`config.mk`:
```
export PLATFORM = sky130hd
export DESIGN_NAME = row_segment_rechunk_planner_unit
export DESIGN_NICKNAME = d
export VERILOG_FILES = /design/src/design/rsrp_pkg.sv /design/src/design/rsrp_ctrl.sv /design/src/design/rsrp_dp.sv /design/src/design/row_segment_rechunk_planner_unit.sv
export SDC_FILE = /design/constraint.sdc
export NUM_CORES = 2
export LEC_CHECK = 0
export BUFFER_PORTS_ARGS = -buffer_cell sky130_fd_sc_hd__buf_2
export CAP_MARGIN = 20
export CORE_AREA = 2 2 320 386
export DETAILED_ROUTE_END_ITERATION = 8
export DIE_AREA = 0 0 322 388
export PLACE_DENSITY = 0.66
export SLEW_MARGIN = 20
export SYNTH_ARGS = -nofsm -noshare
export SYNTH_HDL_FRONTEND = slang
export SYNTH_SLANG_ARGS = --single-unit
```
`constraint.sdc`:
```
create_clock -name clk_i -period 13.9 [get_ports clk_i]
set_input_delay 4.17 -clock clk_i [delete_from_list [all_inputs] [get_ports clk_i]]
set_output_delay 4.17 -clock clk_i [all_outputs]
set_load 0.01 [all_outputs]
```
`src/design/rsrp_pkg.sv`:
```
// Package for the row segment rechunk planner.
// Holds widths, register indexes, control structs and the segment end helper.
// Used by every module of the block; depends on nothing.
package rsrp_pkg;

  localparam int unsigned ColW     = 17;
  localparam int unsigned SumW     = 18;
  localparam int unsigned RowW     = 16;
  localparam int unsigned PageW    = 32;
  localparam int unsigned OffW     = 19;
  localparam int unsigned BytesW   = 20;
  localparam int unsigned EbW      = 4;
  localparam int unsigned CfgIdxW  = 3;
  localparam int unsigned CfgDataW = 17;

  localparam int unsigned DefMaxSegments = 64;
  localparam int unsigned DefMaxRowElems = 65536;

  localparam logic [ColW-1:0] SizeMax = ColW'(65536);

  localparam logic [CfgIdxW-1:0] RegInPage   = 3'd0;
  localparam logic [CfgIdxW-1:0] RegOutPage  = 3'd1;
  localparam logic [CfgIdxW-1:0] RegInSub    = 3'd2;
  localparam logic [CfgIdxW-1:0] RegOutSub   = 3'd3;
  localparam logic [CfgIdxW-1:0] RegRowElems = 3'd4;
  localparam logic [CfgIdxW-1:0] RegPagesRow = 3'd5;
  localparam logic [CfgIdxW-1:0] RegElemB    = 3'd6;

  typedef struct packed {
    logic load;
    logic init;
    logic step;
  } ctrl_cmd_t;

  typedef struct packed {
    logic row_end;
  } ctrl_status_t;

  // Last column of a segment that starts at s, bounded by the subblock size,
  // the elements left in the current page and the row end.
  function automatic logic [ColW-1:0] seg_end(input logic [ColW-1:0] s,
                                              input logic [ColW-1:0] left,
                                              input logic [ColW-1:0] sub,
                                              input logic [ColW-1:0] re);
    logic [SumW-1:0] a;
    logic [SumW-1:0] c;
    logic [SumW-1:0] m;
    a = SumW'(s) + SumW'(sub) - SumW'(1);
    c = SumW'(s) + SumW'(left) - SumW'(1);
    m = SumW'(re) - SumW'(1);
    if (a < m) m = a;
    if (c < m) m = c;
    return m[ColW-1:0];
  endfunction

endpackage

```
`src/design/rsrp_ctrl.sv`:
```
// Controller of the row segment rechunk planner.
// Sequences row load, setup and one segment step per cycle while the output is not stalled; uses rsrp_pkg.
module rsrp_ctrl #(
  parameter int unsigned MAX_SEGMENTS = rsrp_pkg::DefMaxSegments
) (
  input  logic                  clk_i,
  input  logic                  rst_ni,
  input  logic                  in_valid_i,
  output logic                  in_ready_o,
  output logic                  out_valid_o,
  input  logic                  out_ready_i,
  input  rsrp_pkg::ctrl_status_t status_i,
  output rsrp_pkg::ctrl_cmd_t    cmd_o,
  output logic                  seg_last_o,
  output logic                  seg_ovf_o
);

  localparam int unsigned CntW = (MAX_SEGMENTS > 1) ? $clog2(MAX_SEGMENTS) : 1;
  localparam logic [CntW-1:0] CntLast = CntW'(MAX_SEGMENTS - 1);

  localparam logic [1:0] StIdle  = 2'd0;
  localparam logic [1:0] StSetup = 2'd1;
  localparam logic [1:0] StRun   = 2'd2;

  logic [1:0]      state_q, state_d;
  logic [CntW-1:0] cnt_q, cnt_d;
  logic            ovalid_q, ovalid_d;
  logic            step;
  logic            cap;

  assign in_ready_o  = (state_q == StIdle);
  assign out_valid_o = ovalid_q;
  assign step        = (state_q == StRun) && (!ovalid_q || out_ready_i);
  assign cap         = (cnt_q == CntLast);
  assign seg_last_o  = status_i.row_end || cap;
  assign seg_ovf_o   = cap && !status_i.row_end;

  assign cmd_o.load = in_valid_i && in_ready_o;
  assign cmd_o.init = (state_q == StSetup);
  assign cmd_o.step = step;

  always_comb begin
    state_d  = state_q;
    cnt_d    = cnt_q;
    ovalid_d = ovalid_q;
    if (ovalid_q && out_ready_i) begin
      ovalid_d = 1'b0;
    end
    case (state_q)
      StIdle: begin
        if (cmd_o.load) begin
          state_d = StSetup;
        end
      end
      StSetup: begin
        cnt_d   = '0;
        state_d = StRun;
      end
      StRun: begin
        if (step) begin
          ovalid_d = 1'b1;
          cnt_d    = cnt_q + CntW'(1);
          if (seg_last_o) begin
            state_d = StIdle;
          end
        end
      end
      default: begin
        state_d = StIdle;
      end
    endcase
  end

  always_ff @(posedge clk_i or negedge rst_ni) begin
    if (!rst_ni) begin
      state_q  <= StIdle;
      cnt_q    <= '0;
      ovalid_q <= 1'b0;
    end else begin
      state_q  <= state_d;
      cnt_q    <= cnt_d;
      ovalid_q <= ovalid_d;
    end
  end

endmodule

```
`src/design/rsrp_dp.sv`:
```
// Datapath of the row segment rechunk planner.
// Holds configuration, walk position and the output beat register; uses rsrp_pkg.
module rsrp_dp #(
  parameter int unsigned MAX_ROW_ELEMS = rsrp_pkg::DefMaxRowElems
) (
  input  logic                              clk_i,
  input  logic                              rst_ni,
  input  logic                              cfg_we_i,
  input  logic [rsrp_pkg::CfgIdxW-1:0]      cfg_index_i,
  input  logic [rsrp_pkg::CfgDataW-1:0]     cfg_data_i,
  input  logic [rsrp_pkg::RowW-1:0]         row_index_i,
  input  rsrp_pkg::ctrl_cmd_t                cmd_i,
  input  logic                              seg_last_i,
  input  logic                              seg_ovf_i,
  output rsrp_pkg::ctrl_status_t             status_o,
  output logic                              do_read_o,
  output logic [rsrp_pkg::PageW-1:0]        read_page_o,
  output logic [rsrp_pkg::OffW-1:0]         read_offset_o,
  output logic [rsrp_pkg::BytesW-1:0]       read_bytes_o,
  output logic [rsrp_pkg::OffW-1:0]         copy_dst_offset_o,
  output logic [rsrp_pkg::OffW-1:0]         copy_src_offset_o,
  output logic [rsrp_pkg::BytesW-1:0]       copy_bytes_o,
  output logic                              claim_slot_o,
  output logic                              slot_done_o,
  output logic                              overflow_o,
  output logic                              last_o
);

  localparam int unsigned CW = rsrp_pkg::ColW;
  localparam int unsigned SW = rsrp_pkg::SumW;
  localparam int unsigned ReLim = (MAX_ROW_ELEMS < 65536) ? MAX_ROW_ELEMS : 65536;
  localparam logic [CW-1:0] ReMax = CW'(ReLim);

  logic [CW-1:0] in_page_q, out_page_q, in_sub_q, out_sub_q, row_el_q, ppr_q;
  logic [rsrp_pkg::EbW-1:0] eb_q;

  logic [CW-1:0] ip, op, isb, osb, re, ppr;
  logic [rsrp_pkg::EbW-1:0] eb;

  logic [rsrp_pkg::RowW-1:0]  row_q;
  logic [rsrp_pkg::PageW-1:0] base_q;
  logic [CW-1:0] is_q, ie_q, ipofs_q, ipage_q;
  logic [CW-1:0] os_q, oe_q, opofs_q;

  function automatic logic [CW-1:0] clamp_size(input logic [CW-1:0] v,
                                               input logic [CW-1:0] hi);
    logic [CW-1:0] r;
    r = v;
    if (v == '0) r = CW'(1);
    if (v > hi) r = hi;
    return r;
  endfunction

  always_comb begin
    ip  = clamp_size(in_page_q, rsrp_pkg::SizeMax);
    op  = clamp_size(out_page_q, rsrp_pkg::SizeMax);
    isb = clamp_size(in_sub_q, rsrp_pkg::SizeMax);
    osb = clamp_size(out_sub_q, rsrp_pkg::SizeMax);
    re  = clamp_size(row_el_q, ReMax);
    ppr = clamp_size(ppr_q, rsrp_pkg::SizeMax);
    eb  = eb_q;
    if (eb_q == '0) eb = rsrp_pkg::EbW'(1);
    if (eb_q > rsrp_pkg::EbW'(8)) eb = rsrp_pkg::EbW'(8);
  end

  always_ff @(posedge clk_i or negedge rst_ni) begin
    if (!rst_ni) begin
      in_page_q  <= CW'(64);
      out_page_q <= CW'(64);
      in_sub_q   <= CW'(32);
      out_sub_q  <= CW'(32);
      row_el_q   <= CW'(64);
      ppr_q      <= CW'(1);
      eb_q       <= rsrp_pkg::EbW'(2);
    end else if (cfg_we_i) begin
      case (cfg_index_i)
        rsrp_pkg::RegInPage:   in_page_q  <= cfg_data_i;
        rsrp_pkg::RegOutPage:  out_page_q <= cfg_data_i;
        rsrp_pkg::RegInSub:    in_sub_q   <= cfg_data_i;
        rsrp_pkg::RegOutSub:   out_sub_q  <= cfg_data_i;
        rsrp_pkg::RegRowElems: row_el_q   <= cfg_data_i;
        rsrp_pkg::RegPagesRow: ppr_q      <= cfg_data_i;
        rsrp_pkg::RegElemB:    eb_q       <= cfg_data_i[rsrp_pkg::EbW-1:0];
        default: begin
        end
      endcase
    end
  end

  // Step decode for the current segment.
  logic          rd, over, claim, adv_in;
  logic [CW-1:0] end_c, start_c, in_len, copy_len;
  logic [SW-1:0] ip2, op2;
  logic          iwrap, owrap;
  logic [CW-1:0] is_n, ie_n, ipofs_n, ipage_n, os_n, oe_n, opofs_n;
  logic [CW-1:0] ileft, oleft, is_after;
  logic [rsrp_pkg::PageW-1:0] prod;

  always_comb begin
    rd       = (is_q >= os_q);
    over     = (ie_q >= oe_q);
    claim    = (os_q >= is_q);
    adv_in   = !over || (ie_q == oe_q);
    end_c    = over ? oe_q : ie_q;
    start_c  = claim ? os_q : is_q;
    copy_len = end_c - start_c + CW'(1);
    in_len   = ie_q - is_q + CW'(1);

    ip2   = SW'(ipofs_q) + SW'(in_len);
    iwrap = (ip2 == SW'(ip));
    is_n    = ie_q + CW'(1);
    ipofs_n = iwrap ? '0 : ip2[CW-1:0];
    ipage_n = ipage_q + CW'(iwrap);
    ileft   = ip - ipofs_n;
    ie_n    = rsrp_pkg::seg_end(is_n, ileft, isb, re);

    op2   = SW'(opofs_q) + SW'(oe_q - os_q + CW'(1));
    owrap = (op2 == SW'(op));
    os_n    = oe_q + CW'(1);
    opofs_n = owrap ? '0 : op2[CW-1:0];
    oleft   = op - opofs_n;
    oe_n    = rsrp_pkg::seg_end(os_n, oleft, osb, re);

    is_after = adv_in ? is_n : is_q;
    status_o.row_end = (is_after >= re);
    prod = rsrp_pkg::PageW'(row_q) * rsrp_pkg::PageW'(ppr);
  end

  always_ff @(posedge clk_i) begin
    if (cmd_i.load) begin
      row_q <= row_index_i;
    end
    if (cmd_i.init) begin
      base_q  <= prod;
      is_q    <= '0;
      ipofs_q <= '0;
      ipage_q <= '0;
      ie_q    <= rsrp_pkg::seg_end('0, ip, isb, re);
      os_q    <= '0;
      opofs_q <= '0;
      oe_q    <= rsrp_pkg::seg_end('0, op, osb, re);
    end else if (cmd_i.step) begin
      if (adv_in) begin
        is_q    <= is_n;
        ie_q    <= ie_n;
        ipofs_q <= ipofs_n;
        ipage_q <= ipage_n;
      end
      if (over) begin
        os_q    <= os_n;
        oe_q    <= oe_n;
        opofs_q <= opofs_n;
      end
    end
  end

  always_ff @(posedge clk_i) begin
    if (cmd_i.step) begin
      do_read_o         <= rd;
      read_page_o       <= rd ? (base_q + rsrp_pkg::PageW'(ipage_q)) : '0;
      read_offset_o     <= rd ? rsrp_pkg::OffW'(ipofs_q) * rsrp_pkg::OffW'(eb) : '0;
      read_bytes_o      <= rd ? rsrp_pkg::BytesW'(in_len) * rsrp_pkg::BytesW'(eb) : '0;
      copy_bytes_o      <= rsrp_pkg::BytesW'(copy_len) * rsrp_pkg::BytesW'(eb);
      copy_src_offset_o <= claim ? rsrp_pkg::OffW'(os_q - is_q) * rsrp_pkg::OffW'(eb)
                                 : '0;
      copy_dst_offset_o <= claim ? '0
                                 : rsrp_pkg::OffW'(is_q - os_q) * rsrp_pkg::OffW'(eb);
      claim_slot_o      <= claim;
      slot_done_o       <= over;
      overflow_o        <= seg_ovf_i;
      last_o            <= seg_last_i;
    end
  end

endmodule

```
`src/design/row_segment_rechunk_planner_unit.sv`:
```
// Row segment rechunk planner: one row index in, up to MAX_SEGMENTS command beats out.
// After row accept, the setup state runs, then the run state registers the first beat.
// Throughput: one command beat per cycle while out_ready_i is high, set by the segment
// walk step; the next row is accepted only after the step that yields a row's last command.
// Reset: asynchronous active low; clears control state and loads register defaults.
module row_segment_rechunk_planner_unit #(
  parameter int unsigned MAX_SEGMENTS  = rsrp_pkg::DefMaxSegments,
  parameter int unsigned MAX_ROW_ELEMS = rsrp_pkg::DefMaxRowElems
) (
  input  logic                          clk_i,
  input  logic                          rst_ni,
  input  logic                          cfg_valid_i,
  output logic                          cfg_ready_o,
  input  logic [rsrp_pkg::CfgIdxW-1:0]  cfg_index_i,
  input  logic [rsrp_pkg::CfgDataW-1:0] cfg_data_i,
  input  logic                          in_valid_i,
  output logic                          in_ready_o,
  input  logic [rsrp_pkg::RowW-1:0]     row_index_i,
  output logic                          out_valid_o,
  input  logic                          out_ready_i,
  output logic                          do_read_o,
  output logic [rsrp_pkg::PageW-1:0]    read_page_o,
  output logic [rsrp_pkg::OffW-1:0]     read_offset_o,
  output logic [rsrp_pkg::BytesW-1:0]   read_bytes_o,
  output logic [rsrp_pkg::OffW-1:0]     copy_dst_offset_o,
  output logic [rsrp_pkg::OffW-1:0]     copy_src_offset_o,
  output logic [rsrp_pkg::BytesW-1:0]   copy_bytes_o,
  output logic                          claim_slot_o,
  output logic                          slot_done_o,
  output logic                          overflow_o,
  output logic                          last_o
);

  rsrp_pkg::ctrl_cmd_t    cmd;
  rsrp_pkg::ctrl_status_t status;
  logic                   seg_last;
  logic                   seg_ovf;

  assign cfg_ready_o = 1'b1;

  rsrp_ctrl #(
    .MAX_SEGMENTS(MAX_SEGMENTS)
  ) u_ctrl (
    .clk_i      (clk_i),
    .rst_ni     (rst_ni),
    .in_valid_i (in_valid_i),
    .in_ready_o (in_ready_o),
    .out_valid_o(out_valid_o),
    .out_ready_i(out_ready_i),
    .status_i   (status),
    .cmd_o      (cmd),
    .seg_last_o (seg_last),
    .seg_ovf_o  (seg_ovf)
  );

  rsrp_dp #(
    .MAX_ROW_ELEMS(MAX_ROW_ELEMS)
  ) u_dp (
    .clk_i            (clk_i),
    .rst_ni           (rst_ni),
    .cfg_we_i         (cfg_valid_i && cfg_ready_o),
    .cfg_index_i      (cfg_index_i),
    .cfg_data_i       (cfg_data_i),
    .row_index_i      (row_index_i),
    .cmd_i            (cmd),
    .seg_last_i       (seg_last),
    .seg_ovf_i        (seg_ovf),
    .status_o         (status),
    .do_read_o        (do_read_o),
    .read_page_o      (read_page_o),
    .read_offset_o    (read_offset_o),
    .read_bytes_o     (read_bytes_o),
    .copy_dst_offset_o(copy_dst_offset_o),
    .copy_src_offset_o(copy_src_offset_o),
    .copy_bytes_o     (copy_bytes_o),
    .claim_slot_o     (claim_slot_o),
    .slot_done_o      (slot_done_o),
    .overflow_o       (overflow_o),
    .last_o           (last_o)
  );

endmodule

```
==> results by group <==
Clock tree
  • H-tree depth: 2
  • CTS tree: built
  • CTS sink cnt: 416
  • Skew-Pair Late Insertion Delay: 0.66 ns
  • Hold buffers post-CTS: 0
  • Clk buf depth: 3
  • CTS Root Cell: clkbuf_16
  • Clk pin slew, worst setup/hold paths: 0.06 ns
  • Total CTS buffers: 49

Die
  • Die area: 125,000 µm²
  • Chip height: 388 µm
  • Core footprint: 121,000 µm²
  • Initial Util: 44.8%
  • Die width: 322 µm
  • # IOs: 178
  • Rows: 140

STA
  • Final Setup Violations: 0
  • Setup Skew: 0.0348 ns
  • Period utilization: 90.9%
  • Max-slew headroom: 20.3%
  • Endpoints failing hold: 0
  • Tightest Pin Transition: 1.19 ns
  • FMAX: 0.0792 GHz
  • Fin Setup TNS: 0 ns
  • Final-report max-slew violation count: 0
  • RSZ-0062 raised after global routing: false
  • Post-route minimum period: 12.63 ns
  • Fin worst setup slack: 1.27 ns

Run status
  • Outcome: complete, no violations

Drt
  • Routed Antenna Nets: 0
  • Vias: 45,200
  • Residual DRC: 0
  • Wirelength per Cell: 20.0 µm
  • Initial DRC Count: 3,152
  • Pre-antenna DRT Iters: 6
  • Routed WL: 159 mm
  • Via-to-Cell Ratio: 5.68

Synthesis
  • Synth unique cells: 91
  • Largest cells by area after synthesis: ha_1, fa_1, edfxtp_1
  • Post-synthesis register bit count: 416
  • Mean area per synthesized cell: 8.66 µm²
  • Mapped cell area: 54,200 µm²
  • Async S/R FF share, synth: 27.6%
  • Post-synth top area cell: ha_1
  • Cells after synthesis: 6,251
  • Sequential fraction of the synthesis area: 20.5%
  • Post-synth EDFFs: 216
  • Synth top area share: 16.1%
  • Yosys warns: 0
  • Predominant post-synthesis flop cell: edfxtp_1

Min path
  • Hold Path Class: flop to flop

Setup path
  • WS Path Type: flop to flop
  • Worst path required time: 14.31 ns
  • Crit path largest cell delay: 0.62 ns
  • CP Capture Type: flop
  • CP dominant cell by count: ha_1
  • Setup crit start kind: flop
  • CP Max Fanout: 14
  • Reg2reg setup slack: 1.27 ns
  • CP top delay family: compound AO/OA/AOI/OAI gates
  • Critical path's slowest cell: or4_1
  • Crit path DAT: 13.04 ns
  • Buf/Inv on CP: 5

Placed design
  • Post-place setup slack: 1.24 ns
  • Routability Congestion: 0.962
  • IO Port Bufs: 176
  • Detailed placer's ending HPWL: 129 mm
  • DP Area: 56,800 µm²

Layout
  • Area growth, synth to finish: 7.99%
  • Layout cells sized above 1: 8.35%
  • Final Cell Area: 58,500 µm²
  • Layout Nets: 7,466

Global routing
  • Initial antenna violation count: 2
  • Vias in the first global route: 44,500
  • Overall Global Routing Usage: 25.3%
  • Largest net degree at the start of global routing: 77
  • First-pass GRT wire length: 249 mm
  • Gr ovfl total: 0

Job
  • Max Cap Viol: 0
timing repair:
item,in CTS,in global routing
endpoints found under the setup margin,0,1
gates resized for setup,0,1
setup buffers,0,0
metrics by stage:
| step | util (%) | hold WS (ns) | std cells |
|---|---|---|---|
| after floorplan | - | 0.437 | 6260 |
| after global placement | 47.0 | 0.461 | 7850 |
| after detailed placement | 47.0 | 0.469 | 7850 |
| after CTS | 48.4 | 0.484 | 7942 |
| after global routing | 48.4 | 0.495 | 7942 |
| final | 48.4 | 0.485 | 7944 |
area by class of cell:
cell class,instances,area [µm²]
fillers,11600,62400
multi-input cells,4829,39400
flip-flops and latches,416,11100
inverters,793,2980
well taps,1562,1950
repair buffers,250,1440
clock buffers,56,1290
clock inverters,36,353
diodes,2,5.00
final timing paths:
check,start,endpoint,cells after the start
max reg2reg,u_dp.ie_q[1],u_dp.ie_q[1],55
min reg2reg,u_dp.opofs_q[12],u_dp.opofs_q[12],1
min in group asynchronous,rst_ni,u_dp.ppr_q[10],1
max,u_dp.ie_q[1],u_dp.ie_q[1],55
max in group asynchronous,rst_ni,u_dp.out_page_q[5],2
min,u_dp.opofs_q[12],u_dp.opofs_q[12],1
cells by family after synthesis:
| kind of cell | synth area share (%) |
|---|---|
| AND/OR/NAND/NOR | 17.8 |
| adder cells (fa/ha/maj) | 30.5 |
| buffers and inverters | 7.10 |
| multiplexers | 4.28 |
| XOR/XNOR | 6.51 |
| other | 0.0139 |
| flip-flops | 20.5 |
| AO/OA/AOI/OAI | 13.4 |
sequential cells by signal, summed over array words and instances (netlist names), 19 cells and up:
signal / cells
u_dp.read_page_o: 32
u_dp.base_q: 32
u_dp.copy_src_offset_o: 19
u_dp.copy_bytes_o: 20
u_dp.copy_dst_offset_o: 19
u_dp.read_bytes_o: 20
u_dp.read_offset_o: 19
synthesized netlist by cell type (81+ instances only):
library cell / number
o21ai_0: 219
a21o_1: 126
mux2i_1: 81
and2_1: 207
fa_1: 388
clkbuf_1: 191
xnor2_1: 251
dfxtp_1: 85
edfxtp_1: 216
a21oi_1: 325
nand2_1: 710
dfrtp_1: 108
inv_1: 789
nor2b_1: 93
nor2_1: 385
nand3_1: 138
xor2_1: 144
ha_1: 698
nor3_1: 123
mux2_2: 134
worst register-to-register path: cells and delay by family, from the launching register on:
family | cells | cell delay, ns
compound gates | 21 | 4.51
simple gates | 14 | 2.94
fa+ha+maj | 8 | 2.35
xor+xnor | 4 | 0.91
mux | 3 | 0.65
buf+inv | 5 | 0.59
flops | 1 | 0.45
layout by cell type, fill, tap and decap left out, drive strengths merged, types with 81 or more instances in the layout:
| cell type | count |
|---|---|
| fa | 388 |
| o21ai | 228 |
| buf | 250 |
| dfrtp | 108 |
| mux2i | 81 |
| xnor2 | 251 |
| a21o | 126 |
| xor2 | 144 |
| nor3 | 123 |
| nand3 | 138 |
| a21oi | 326 |
| nand2 | 710 |
| ha | 698 |
| edfxtp | 216 |
| mux2 | 134 |
| dfxtp | 85 |
| and2 | 207 |
| nor2b | 93 |
| nor2 | 385 |
| inv | 794 |
routing by layer:
layer	vias to the layer above	global-route usage, %	routed length (µm)
met5	-	0	0
li1	21500	-	-
met3	321	2.93	8320
met2	1295	42.9	75400
met4	0	10.6	7680
met1	22000	32.4	67800
Power is not shown: default switching activity piles up to over one toggle a cycle in this logic, so the estimate is an artifact.
